--- src/assert_macros.svh ---
// Assertion macros used by the top level to check the design.
`ifndef ASSERT_MACROS_SVH
`define ASSERT_MACROS_SVH

// Checks a property at every rising clock edge outside reset.
`define RPN_ASSERT(lbl, prop, msg) \
  lbl: assert property (@(posedge clk) disable iff (!rst_n) (prop)) else $error(msg);

// Checks that a condition in one cycle is followed by another in the next cycle.
`define RPN_ASSERT_NEXT(lbl, ante, cons, msg) \
  lbl: assert property (@(posedge clk) disable iff (!rst_n) (ante) |=> (cons)) else $error(msg);

`endif

--- src/rpn_pkg.sv ---
// Constants, codes and interface types shared by the RPN evaluator modules.
package rpn_pkg;

  localparam int STACK_DEPTH = 64;
  localparam int DATA_W      = 32;
  localparam int CNT_W       = $clog2(STACK_DEPTH + 1);
  localparam int ADDR_W      = $clog2(STACK_DEPTH);

  localparam logic [2:0] OP_PUSH = 3'd0;
  localparam logic [2:0] OP_ADD  = 3'd1;
  localparam logic [2:0] OP_SUB  = 3'd2;
  localparam logic [2:0] OP_MUL  = 3'd3;
  localparam logic [2:0] OP_DIV  = 3'd4;
  localparam logic [2:0] OP_END  = 3'd5;

  localparam logic [2:0] ST_OK      = 3'd0;
  localparam logic [2:0] ST_UNDER   = 3'd1;
  localparam logic [2:0] ST_DIVZERO = 3'd2;
  localparam logic [2:0] ST_BADSIZE = 3'd3;
  localparam logic [2:0] ST_OVER    = 3'd4;

  typedef struct packed {
    logic       push;
    logic       rd;
    logic       alu_ld;
    logic [2:0] alu_op;
    logic       div_start;
    logic       div_ld;
    logic       set_err;
    logic [2:0] err_code;
    logic       clear;
    logic       out_ld;
    logic       out_end;
  } cmd_t;

  typedef struct packed {
    logic [CNT_W-1:0] count;
    logic [2:0]       err;
    logic             top_zero;
    logic             div_done;
  } stat_t;

endpackage

--- src/rpn_stack_evaluator.sv ---
// Top level of the reverse Polish integer expression evaluator.
// Each input beat carries one token: a push of a signed 32-bit number, an add, subtract,
// multiply or divide, or an end of expression; every beat returns exactly one result beat
// with the sticky error status, the stack top (or final result) and a flag on end beats.
// Pushes, end beats, underflows, unused codes and tokens ignored after an error load the
// result register in the accepting cycle. For add, subtract and multiply, that cycle
// starts the registered read of the second operand from the stack memory, which holds
// every entry below the top while the top sits in a register; S_EXEC computes the new
// top and S_FIN loads the result register. A divide starts the divider (one quotient bit
// per cycle) in S_EXEC and loads its quotient as the new top in S_DIVW; a divide by zero
// goes to S_FIN. A new beat is taken only when the output register is empty or emptied
// in the same cycle, so every cycle the receiver holds off is added to the next beat.
`include "assert_macros.svh"

module rpn_stack_evaluator
  import rpn_pkg::*;
(
  input  logic        clk,
  input  logic        rst_n,
  input  logic        in_tvalid,
  output logic        in_tready,
  input  logic [31:0] in_tdata,   // [31:0] value
  input  logic [2:0]  in_tuser,   // [2:0] op
  output logic        out_tvalid,
  input  logic        out_tready,
  output logic [31:0] out_tdata,  // [31:0] top_value
  output logic [2:0]  out_tuser,  // [2:0] status
  output logic        out_tlast
);

  cmd_t  cmd;
  stat_t stat;

  rpn_ctrl u_ctrl (
    .clk       (clk),
    .rst_n     (rst_n),
    .in_tvalid (in_tvalid),
    .in_tready (in_tready),
    .in_op     (in_tuser),
    .out_tvalid(out_tvalid),
    .out_tready(out_tready),
    .stat      (stat),
    .cmd       (cmd)
  );

  rpn_datapath u_dp (
    .clk       (clk),
    .rst_n     (rst_n),
    .cmd       (cmd),
    .in_value  (in_tdata),
    .stat      (stat),
    .out_status(out_tuser),
    .out_top   (out_tdata),
    .out_done  (out_tlast)
  );

  `RPN_ASSERT(a_count_range, stat.count <= CNT_W'(STACK_DEPTH), "Stack count beyond depth.")
  `RPN_ASSERT(a_div_nonzero, !cmd.div_start || !stat.top_zero, "Divider started on zero.")
  `RPN_ASSERT_NEXT(a_end_clears, in_tvalid && in_tready && (in_tuser == OP_END), (stat.count == '0) && (stat.err == ST_OK) && out_tvalid && out_tlast, "End beat did not clear the stack.")

endmodule

--- src/rpn_ram.sv ---
// Generic single-write, single-read RAM with a registered read port.
module rpn_ram #(
  parameter int WIDTH = 32,
  parameter int DEPTH = 64
) (
  input  logic                     clk,
  input  logic                     we,
  input  logic [$clog2(DEPTH)-1:0] waddr,
  input  logic [WIDTH-1:0]         wdata,
  input  logic                     re,
  input  logic [$clog2(DEPTH)-1:0] raddr,
  output logic [WIDTH-1:0]         rdata
);

  logic [WIDTH-1:0] mem_r [DEPTH];
  logic [WIDTH-1:0] rdata_r;

  always_ff @(posedge clk) begin
    if (we) begin
      mem_r[waddr] <= wdata;
    end
    if (re) begin
      rdata_r <= mem_r[raddr];
    end
  end

  assign rdata = rdata_r;

endmodule

--- src/rpn_div.sv ---
// Iterative signed divider, one quotient bit per cycle, truncating toward zero.
module rpn_div
  import rpn_pkg::*;
(
  input  logic              clk,
  input  logic              rst_n,
  input  logic              start,
  input  logic [DATA_W-1:0] dividend,
  input  logic [DATA_W-1:0] divisor,
  output logic              done,
  output logic [DATA_W-1:0] quotient
);

  localparam int STEP_W = $clog2(DATA_W);

  logic              busy_r, busy_nxt;
  logic              done_r, done_nxt;
  logic [STEP_W-1:0] step_r, step_nxt;
  logic              neg_r, neg_nxt;
  logic [DATA_W-1:0] rem_r, rem_nxt;
  logic [DATA_W-1:0] quo_r, quo_nxt;
  logic [DATA_W-1:0] dvs_r, dvs_nxt;
  logic [DATA_W:0]   rem_sh;
  logic [DATA_W+1:0] diff;

  always_comb begin
    busy_nxt = busy_r;
    done_nxt = 1'b0;
    step_nxt = step_r;
    neg_nxt  = neg_r;
    rem_nxt  = rem_r;
    quo_nxt  = quo_r;
    dvs_nxt  = dvs_r;
    rem_sh   = {rem_r, quo_r[DATA_W-1]};
    diff     = {1'b0, rem_sh} - {2'b00, dvs_r};
    if (start) begin
      busy_nxt = 1'b1;
      step_nxt = '0;
      neg_nxt  = dividend[DATA_W-1] ^ divisor[DATA_W-1];
      rem_nxt  = '0;
      quo_nxt  = dividend[DATA_W-1] ? (~dividend + 1'b1) : dividend;
      dvs_nxt  = divisor[DATA_W-1] ? (~divisor + 1'b1) : divisor;
    end else if (busy_r) begin
      step_nxt = step_r + 1'b1;
      if (!diff[DATA_W+1]) begin
        rem_nxt = diff[DATA_W-1:0];
        quo_nxt = {quo_r[DATA_W-2:0], 1'b1};
      end else begin
        rem_nxt = rem_sh[DATA_W-1:0];
        quo_nxt = {quo_r[DATA_W-2:0], 1'b0};
      end
      if (step_r == STEP_W'(DATA_W - 1)) begin
        busy_nxt = 1'b0;
        done_nxt = 1'b1;
      end
    end
  end

  always_ff @(posedge clk) begin
    if (!rst_n) begin
      busy_r <= 1'b0;
      done_r <= 1'b0;
    end else begin
      busy_r <= busy_nxt;
      done_r <= done_nxt;
    end
    step_r <= step_nxt;
    neg_r  <= neg_nxt;
    rem_r  <= rem_nxt;
    quo_r  <= quo_nxt;
    dvs_r  <= dvs_nxt;
  end

  assign done     = done_r;
  assign quotient = neg_r ? (~quo_r + 1'b1) : quo_r;

endmodule

--- src/rpn_datapath.sv ---
// Stack storage, arithmetic unit, error register and result register of the evaluator.
module rpn_datapath
  import rpn_pkg::*;
(
  input  logic              clk,
  input  logic              rst_n,
  input  cmd_t              cmd,
  input  logic [DATA_W-1:0] in_value,
  output stat_t             stat,
  output logic [2:0]        out_status,
  output logic [DATA_W-1:0] out_top,
  output logic              out_done
);

  logic [CNT_W-1:0]  count_r, count_nxt;
  logic [2:0]        err_r, err_nxt;
  logic [DATA_W-1:0] top_r, top_nxt;
  logic [2:0]        out_status_r, out_status_nxt;
  logic [DATA_W-1:0] out_top_r, out_top_nxt;
  logic              out_done_r, out_done_nxt;
  logic [CNT_W-1:0]  count_m1;
  logic [CNT_W-1:0]  count_m2;
  logic [DATA_W-1:0] second;
  logic [DATA_W-1:0] alu_res;
  logic [DATA_W-1:0] quotient;
  logic              div_done;

  assign count_m1 = count_r - CNT_W'(1);
  assign count_m2 = count_r - CNT_W'(2);

  rpn_ram #(
    .WIDTH(DATA_W),
    .DEPTH(STACK_DEPTH)
  ) u_stack (
    .clk  (clk),
    .we   (cmd.push && (count_r != '0)),
    .waddr(count_m1[ADDR_W-1:0]),
    .wdata(top_r),
    .re   (cmd.rd),
    .raddr(count_m2[ADDR_W-1:0]),
    .rdata(second)
  );

  rpn_div u_div (
    .clk     (clk),
    .rst_n   (rst_n),
    .start   (cmd.div_start),
    .dividend(second),
    .divisor (top_r),
    .done    (div_done),
    .quotient(quotient)
  );

  always_comb begin
    case (cmd.alu_op)
      OP_ADD:  alu_res = second + top_r;
      OP_SUB:  alu_res = second - top_r;
      OP_MUL:  alu_res = second * top_r;
      default: alu_res = second;
    endcase
  end

  always_comb begin
    count_nxt      = count_r;
    err_nxt        = err_r;
    top_nxt        = top_r;
    out_status_nxt = out_status_r;
    out_top_nxt    = out_top_r;
    out_done_nxt   = out_done_r;
    if (cmd.push) begin
      top_nxt   = in_value;
      count_nxt = count_r + CNT_W'(1);
    end
    if (cmd.alu_ld) begin
      top_nxt   = alu_res;
      count_nxt = count_m1;
    end
    if (cmd.div_ld) begin
      top_nxt   = quotient;
      count_nxt = count_m1;
    end
    if (cmd.set_err) begin
      err_nxt = cmd.err_code;
    end
    if (cmd.clear) begin
      count_nxt = '0;
      err_nxt   = ST_OK;
    end
    if (cmd.out_ld) begin
      if (cmd.out_end) begin
        out_done_nxt = 1'b1;
        if (err_r != ST_OK) begin
          out_status_nxt = err_r;
          out_top_nxt    = '0;
        end else if (count_r == CNT_W'(1)) begin
          out_status_nxt = ST_OK;
          out_top_nxt    = top_r;
        end else begin
          out_status_nxt = ST_BADSIZE;
          out_top_nxt    = '0;
        end
      end else begin
        out_done_nxt   = 1'b0;
        out_status_nxt = err_nxt;
        out_top_nxt    = (count_nxt != '0) ? top_nxt : '0;
      end
    end
  end

  always_ff @(posedge clk) begin
    if (!rst_n) begin
      count_r <= '0;
      err_r   <= ST_OK;
    end else begin
      count_r <= count_nxt;
      err_r   <= err_nxt;
    end
    top_r        <= top_nxt;
    out_status_r <= out_status_nxt;
    out_top_r    <= out_top_nxt;
    out_done_r   <= out_done_nxt;
  end

  assign stat.count    = count_r;
  assign stat.err      = err_r;
  assign stat.top_zero = (top_r == '0);
  assign stat.div_done = div_done;

  assign out_status = out_status_r;
  assign out_top    = out_top_r;
  assign out_done   = out_done_r;

endmodule

--- src/rpn_ctrl.sv ---
// Controller state machine that sequences each item and owns both handshakes.
module rpn_ctrl
  import rpn_pkg::*;
(
  input  logic       clk,
  input  logic       rst_n,
  input  logic       in_tvalid,
  output logic       in_tready,
  input  logic [2:0] in_op,
  output logic       out_tvalid,
  input  logic       out_tready,
  input  stat_t      stat,
  output cmd_t       cmd
);

  localparam logic [1:0] S_IDLE = 2'd0;
  localparam logic [1:0] S_EXEC = 2'd1;
  localparam logic [1:0] S_DIVW = 2'd2;
  localparam logic [1:0] S_FIN  = 2'd3;

  logic [1:0] state_r, state_nxt;
  logic [2:0] op_r, op_nxt;
  logic       out_valid_r, out_valid_nxt;
  logic       slot_free;

  assign slot_free = !out_valid_r || out_tready;
  assign in_tready = (state_r == S_IDLE) && slot_free;

  always_comb begin
    state_nxt = state_r;
    op_nxt    = op_r;
    cmd       = '0;
    cmd.alu_op = op_r;
    unique case (state_r)
      S_IDLE: begin
        if (in_tvalid && in_tready) begin
          if (in_op == OP_END) begin
            cmd.out_ld  = 1'b1;
            cmd.out_end = 1'b1;
            cmd.clear   = 1'b1;
          end else if ((stat.err != ST_OK) || (in_op > OP_END)) begin
            cmd.out_ld = 1'b1;
          end else if (in_op == OP_PUSH) begin
            cmd.out_ld = 1'b1;
            if (stat.count >= CNT_W'(STACK_DEPTH)) begin
              cmd.set_err  = 1'b1;
              cmd.err_code = ST_OVER;
            end else begin
              cmd.push = 1'b1;
            end
          end else if (stat.count < CNT_W'(2)) begin
            cmd.out_ld   = 1'b1;
            cmd.set_err  = 1'b1;
            cmd.err_code = ST_UNDER;
          end else begin
            cmd.rd    = 1'b1;
            op_nxt    = in_op;
            state_nxt = S_EXEC;
          end
        end
      end
      S_EXEC: begin
        if (op_r == OP_DIV) begin
          if (stat.top_zero) begin
            cmd.set_err  = 1'b1;
            cmd.err_code = ST_DIVZERO;
            state_nxt    = S_FIN;
          end else begin
            cmd.div_start = 1'b1;
            state_nxt     = S_DIVW;
          end
        end else begin
          cmd.alu_ld = 1'b1;
          state_nxt  = S_FIN;
        end
      end
      S_DIVW: begin
        if (stat.div_done) begin
          cmd.div_ld = 1'b1;
          state_nxt  = S_FIN;
        end
      end
      S_FIN: begin
        if (slot_free) begin
          cmd.out_ld = 1'b1;
          state_nxt  = S_IDLE;
        end
      end
      default: state_nxt = S_IDLE;
    endcase
    out_valid_nxt = (out_valid_r && !out_tready) || cmd.out_ld;
  end

  always_ff @(posedge clk) begin
    if (!rst_n) begin
      state_r     <= S_IDLE;
      out_valid_r <= 1'b0;
    end else begin
      state_r     <= state_nxt;
      out_valid_r <= out_valid_nxt;
    end
    op_r <= op_nxt;
  end

  assign out_tvalid = out_valid_r;

endmodule
--- config.mk ---
export PLATFORM = sky130hd
export DESIGN_NAME = rpn_stack_evaluator
export DESIGN_NICKNAME = d
export VERILOG_FILES = /design/src/rpn_pkg.sv /design/src/rpn_stack_evaluator.sv /design/src/rpn_ram.sv /design/src/rpn_div.sv /design/src/rpn_datapath.sv /design/src/rpn_ctrl.sv
export VERILOG_INCLUDE_DIRS = /design/src /design/src/src
export SDC_FILE = /design/constraint.sdc
export NUM_CORES = 2
export LEC_CHECK = 0
export ABC_AREA = 1
export BUFFER_PORTS_ARGS = -buffer_cell sky130_fd_sc_hd__buf_2
export CORE_UTILIZATION = 58
export CTS_BUF_LIST = sky130_fd_sc_hd__clkbuf_16
export CTS_CLUSTER_SIZE = 28
export DETAILED_ROUTE_END_ITERATION = 16
export PLACE_DENSITY = 0.85
export SKIP_LAST_GASP = 1
export SYNTH_ARGS = -nofsm -noshare
export SYNTH_HDL_FRONTEND = slang
export SYNTH_SLANG_ARGS = --single-unit
--- constraint.sdc ---
create_clock -name clk -period 7.87 [get_ports clk]
set_input_delay 1.9675 -clock clk [delete_from_list [all_inputs] [get_ports clk]]
set_output_delay 1.9675 -clock clk [all_outputs]
set_load 0.05 [all_outputs]
==> results.cfg <==
[drt]
met1_length_mm = 119
vias = 86847
finalWirelength_mm = 362
highest_layer = met5
remaining_drc_errors = 0
ant_nets = 0
dr.pass1.iters = 7
met2WireLength_mm = 161
avgViaCountPerCell = 6.64
route.met3.wl_mm = 50.9
wl_per_cell_um = 27.6
drt_iter0_markers = 15106

[grt]
grt_max_degree = 208
grt_pass1_wl_mm = 525
antenna_found_initial = 22
grt_pass1_vias = 84817
overflow = 0
grt_usage_pct = 36.0

[timing]
post-route-period-util_pct = 96.6
fin_worst_skew_ns = 0.102
setup_viol = 0
rsz0062_at_grt = no
max_freq_ghz = 0.131
finalHoldViolCount = 0
finalSetupTns_ns = 0
slew_headroom_pct = 4.48
period_needed_ns = 7.61
slew_violations = 0
worst_slew_pin_slew_ns = 1.42

[clock_network]
post_cts_resized = 0
clock_sinks = 2268
clock_latency_ns = 0.91
cts_hold_buffers = 0
clkTransAtPathRegs_ns = 0.07
cts-root-buf = clkbuf_16
cts-htree-levels = 4
cts_buffers = 213
cts_tree = yes
cts_setup_buffers = 0
clock_path_buffers = 3

[floorplanning]
start_util_pct = 58.4
rows = 161
die-area_um2 = 196000
ios = 77
fp.dieH_um = 442
die_w_um = 442
fp.coreArea_um2 = 193000

[flow_run]
drv_cap = 0

[critical_path]
crit_fanout = 10
critPathLaunchType = flop
r2r-end = u_dp.out_top[25]
r2r_slack_ns = 0.26
path_class = reg -> reg
rr_worst_depth = 25
cp.arrival_ns = 8.16
endpoint_kind = flop
worst_ep_required_time_ns = 8.43
r2r-start = u_dp.u_stack.rdata[17]

[logic_synthesis]
synthTopCellsByArea = edfxtp_1, fa_1, o21ai_0
synth_top_area_share_pct = 58.3
synth_nets = 11141
synth.avg_cell_area_um2 = 10.7
synth_edf_count = 2184
ys_seq_area_share_pct = 59.8
ys_types = 64
netlist_instances = 10489
async_reset_ff_share_pct = 0
synthTopCellsByCount = edfxtp_1, o21ai_0, nor2_1, nand2_1, inv_1
synth_top_area_cell = edfxtp_1
yosysWarnings = 0
ys_seq_elements = 2268
synthMostInstantiatedCell = edfxtp_1
synth_flop_cell = edfxtp_1
synth.cell_area_um2 = 112000

[place]
dp_hpwl_mm = 219
io_buffer_count = 76
place_congestion = 1.04

[min_path]
hp-class = reg -> reg
hp-start = u_dp.u_div.rem_r[28]
hold_end = u_dp.u_div.rem_r[28]
hold_depth = 2

[final_layout]
final_net_count = 11020
post_route_cells_drive_above_1_share_pct = 7.73
synthToLayoutAreaGrowth_pct = 9.66
final_util_pct = 64.1
nFillCells = 13482

[outcome]
run_status = complete, no violations
[cell families (layout without fill, tap and decap cells)]
kind of cell | after synthesis | in the layout | synth area share (%)
AOI/OAI and AO/OA | 2654 | 2654 | 12.9
DFF | 2268 | 2268 | 59.8
other | 0 | 7 | 0
adders and majority gates | 613 | 613 | 9.55
buffers and inverters | 1687 | 1749 | 5.71
xor gates and xnor gates | 104 | 104 | 0.810
and+or+nand+nor | 3163 | 3163 | 11.2
[final cells by class]
cell class                 instances  area, µm²  area share, %
inverter                        1032       3900           3.16
sequential                      2268      67400           54.6
timing repair buffer             319       2430           1.97
multi-input combinational       6534      39400           31.9
clock buffer                     215       5380           4.36
antenna                            7       17.5         0.0142
clock inverter                   183       1750           1.42
tap                             2526       3160           2.56
[per-layer routing]
| layer | track usage, % | vias up |
|---|---|---|
| met5 | 0 | - |
| met4 | 26.0 | 22 |
| met3 | 8.98 | 1660 |
| met2 | 54.9 | 7637 |
| met1 | 45.2 | 41431 |
| li1 | - | 36097 |
[cell usage in the layout (no fill, tap or decap), drive strengths merged, types with 12 or more instances in the layout]
master | synthesis | layout
a21o | 15 | 15
a21oi | 200 | 200
buf | 110 | 319
bufinv | 0 | 25
clkbuf | 545 | 215
clkinv | 3 | 104
clkinvlp | 0 | 12
dfxtp | 84 | 84
edfxtp | 2184 | 2184
fa | 410 | 410
ha | 203 | 203
inv | 1029 | 1074
nand2 | 1214 | 1214
nand3 | 180 | 180
nand4 | 27 | 27
nor2 | 1621 | 1621
nor3 | 65 | 65
o211ai | 35 | 35
o21ai | 1649 | 1649
o21bai | 15 | 15
o221ai | 30 | 30
o22ai | 654 | 654
or2 | 27 | 27
xnor2 | 25 | 25
xor2 | 79 | 79
[worst max-delay path: stages (launching register included)]
cell and delay (ns):
edfxtp_1 0.79, buf_4 0.34, nand2_1 0.07, inv_1 0.07, fa_1 0.49, fa_1 0.46
fa_1 0.55, inv_1 0.05, fa_1 0.48, inv_1 0.05, fa_1 0.49, fa_1 0.58
fa_1 0.43, fa_1 0.44, ha_1 0.38, a21oi_1 0.22, o21ai_0 0.17, a21oi_1 0.16
nand3_1 0.12, or2_2 0.28, nand3_1 0.11, o211ai_1 0.11, nand2_1 0.08, nand3_1 0.10
nand2_1 0.10, o21ai_1 0.08
[metrics by stage]
stage	std cells	hold WS (ns)	cell area [µm²]	setup slack (ns)
5_1_grt	13081	0.502	123000	0.00157
4_1_cts	13077	0.478	123000	0.317
3_5_place_dp	12679	0.466	116000	0.391
6_report	13084	0.476	123000	0.265
3_3_place_gp	12679	0.461	116000	0.426
2_1_floorplan	10489	0.445	112000	0.178
[worst max-delay path by stage]
stage | startpoint | endpoint | slack, ns | depth (start not counted)
2_1_floorplan | u_dp.top_r[6] | u_dp.out_top[27] | 0.18 | 29
3_3_place_gp | u_dp.u_stack.rdata[10] | u_dp.out_top[31] | 0.43 | 30
3_5_place_dp | u_dp.u_stack.rdata[10] | u_dp.out_top[27] | 0.39 | 27
4_1_cts | u_dp.u_stack.rdata[17] | u_dp.out_top[25] | 0.32 | 25
5_1_grt | u_dp.u_stack.rdata[17] | u_dp.out_top[25] | 0.002 | 25
6_report | u_dp.u_stack.rdata[17] | u_dp.out_top[25] | 0.26 | 25
[registers in the layout, indices dropped and copies added (netlist names), 2 cells and up]
name                cells
u_dp.count_r            7
u_dp.u_div.quo_r       32
u_dp.out_top           32
u_dp.err_r              3
u_dp.top_r             32
u_dp.u_stack.mem_r   2048
u_dp.u_stack.rdata     32
u_dp.u_div.step_r       5
u_ctrl.op_r             3
u_dp.out_status         3
u_ctrl.state_r          2
u_dp.u_div.rem_r       32
u_dp.u_div.dvs_r       32
Power is left out: the tool's default activity adds up to more than one toggle a clock period on the data nets, which glitch-free logic cannot reach.
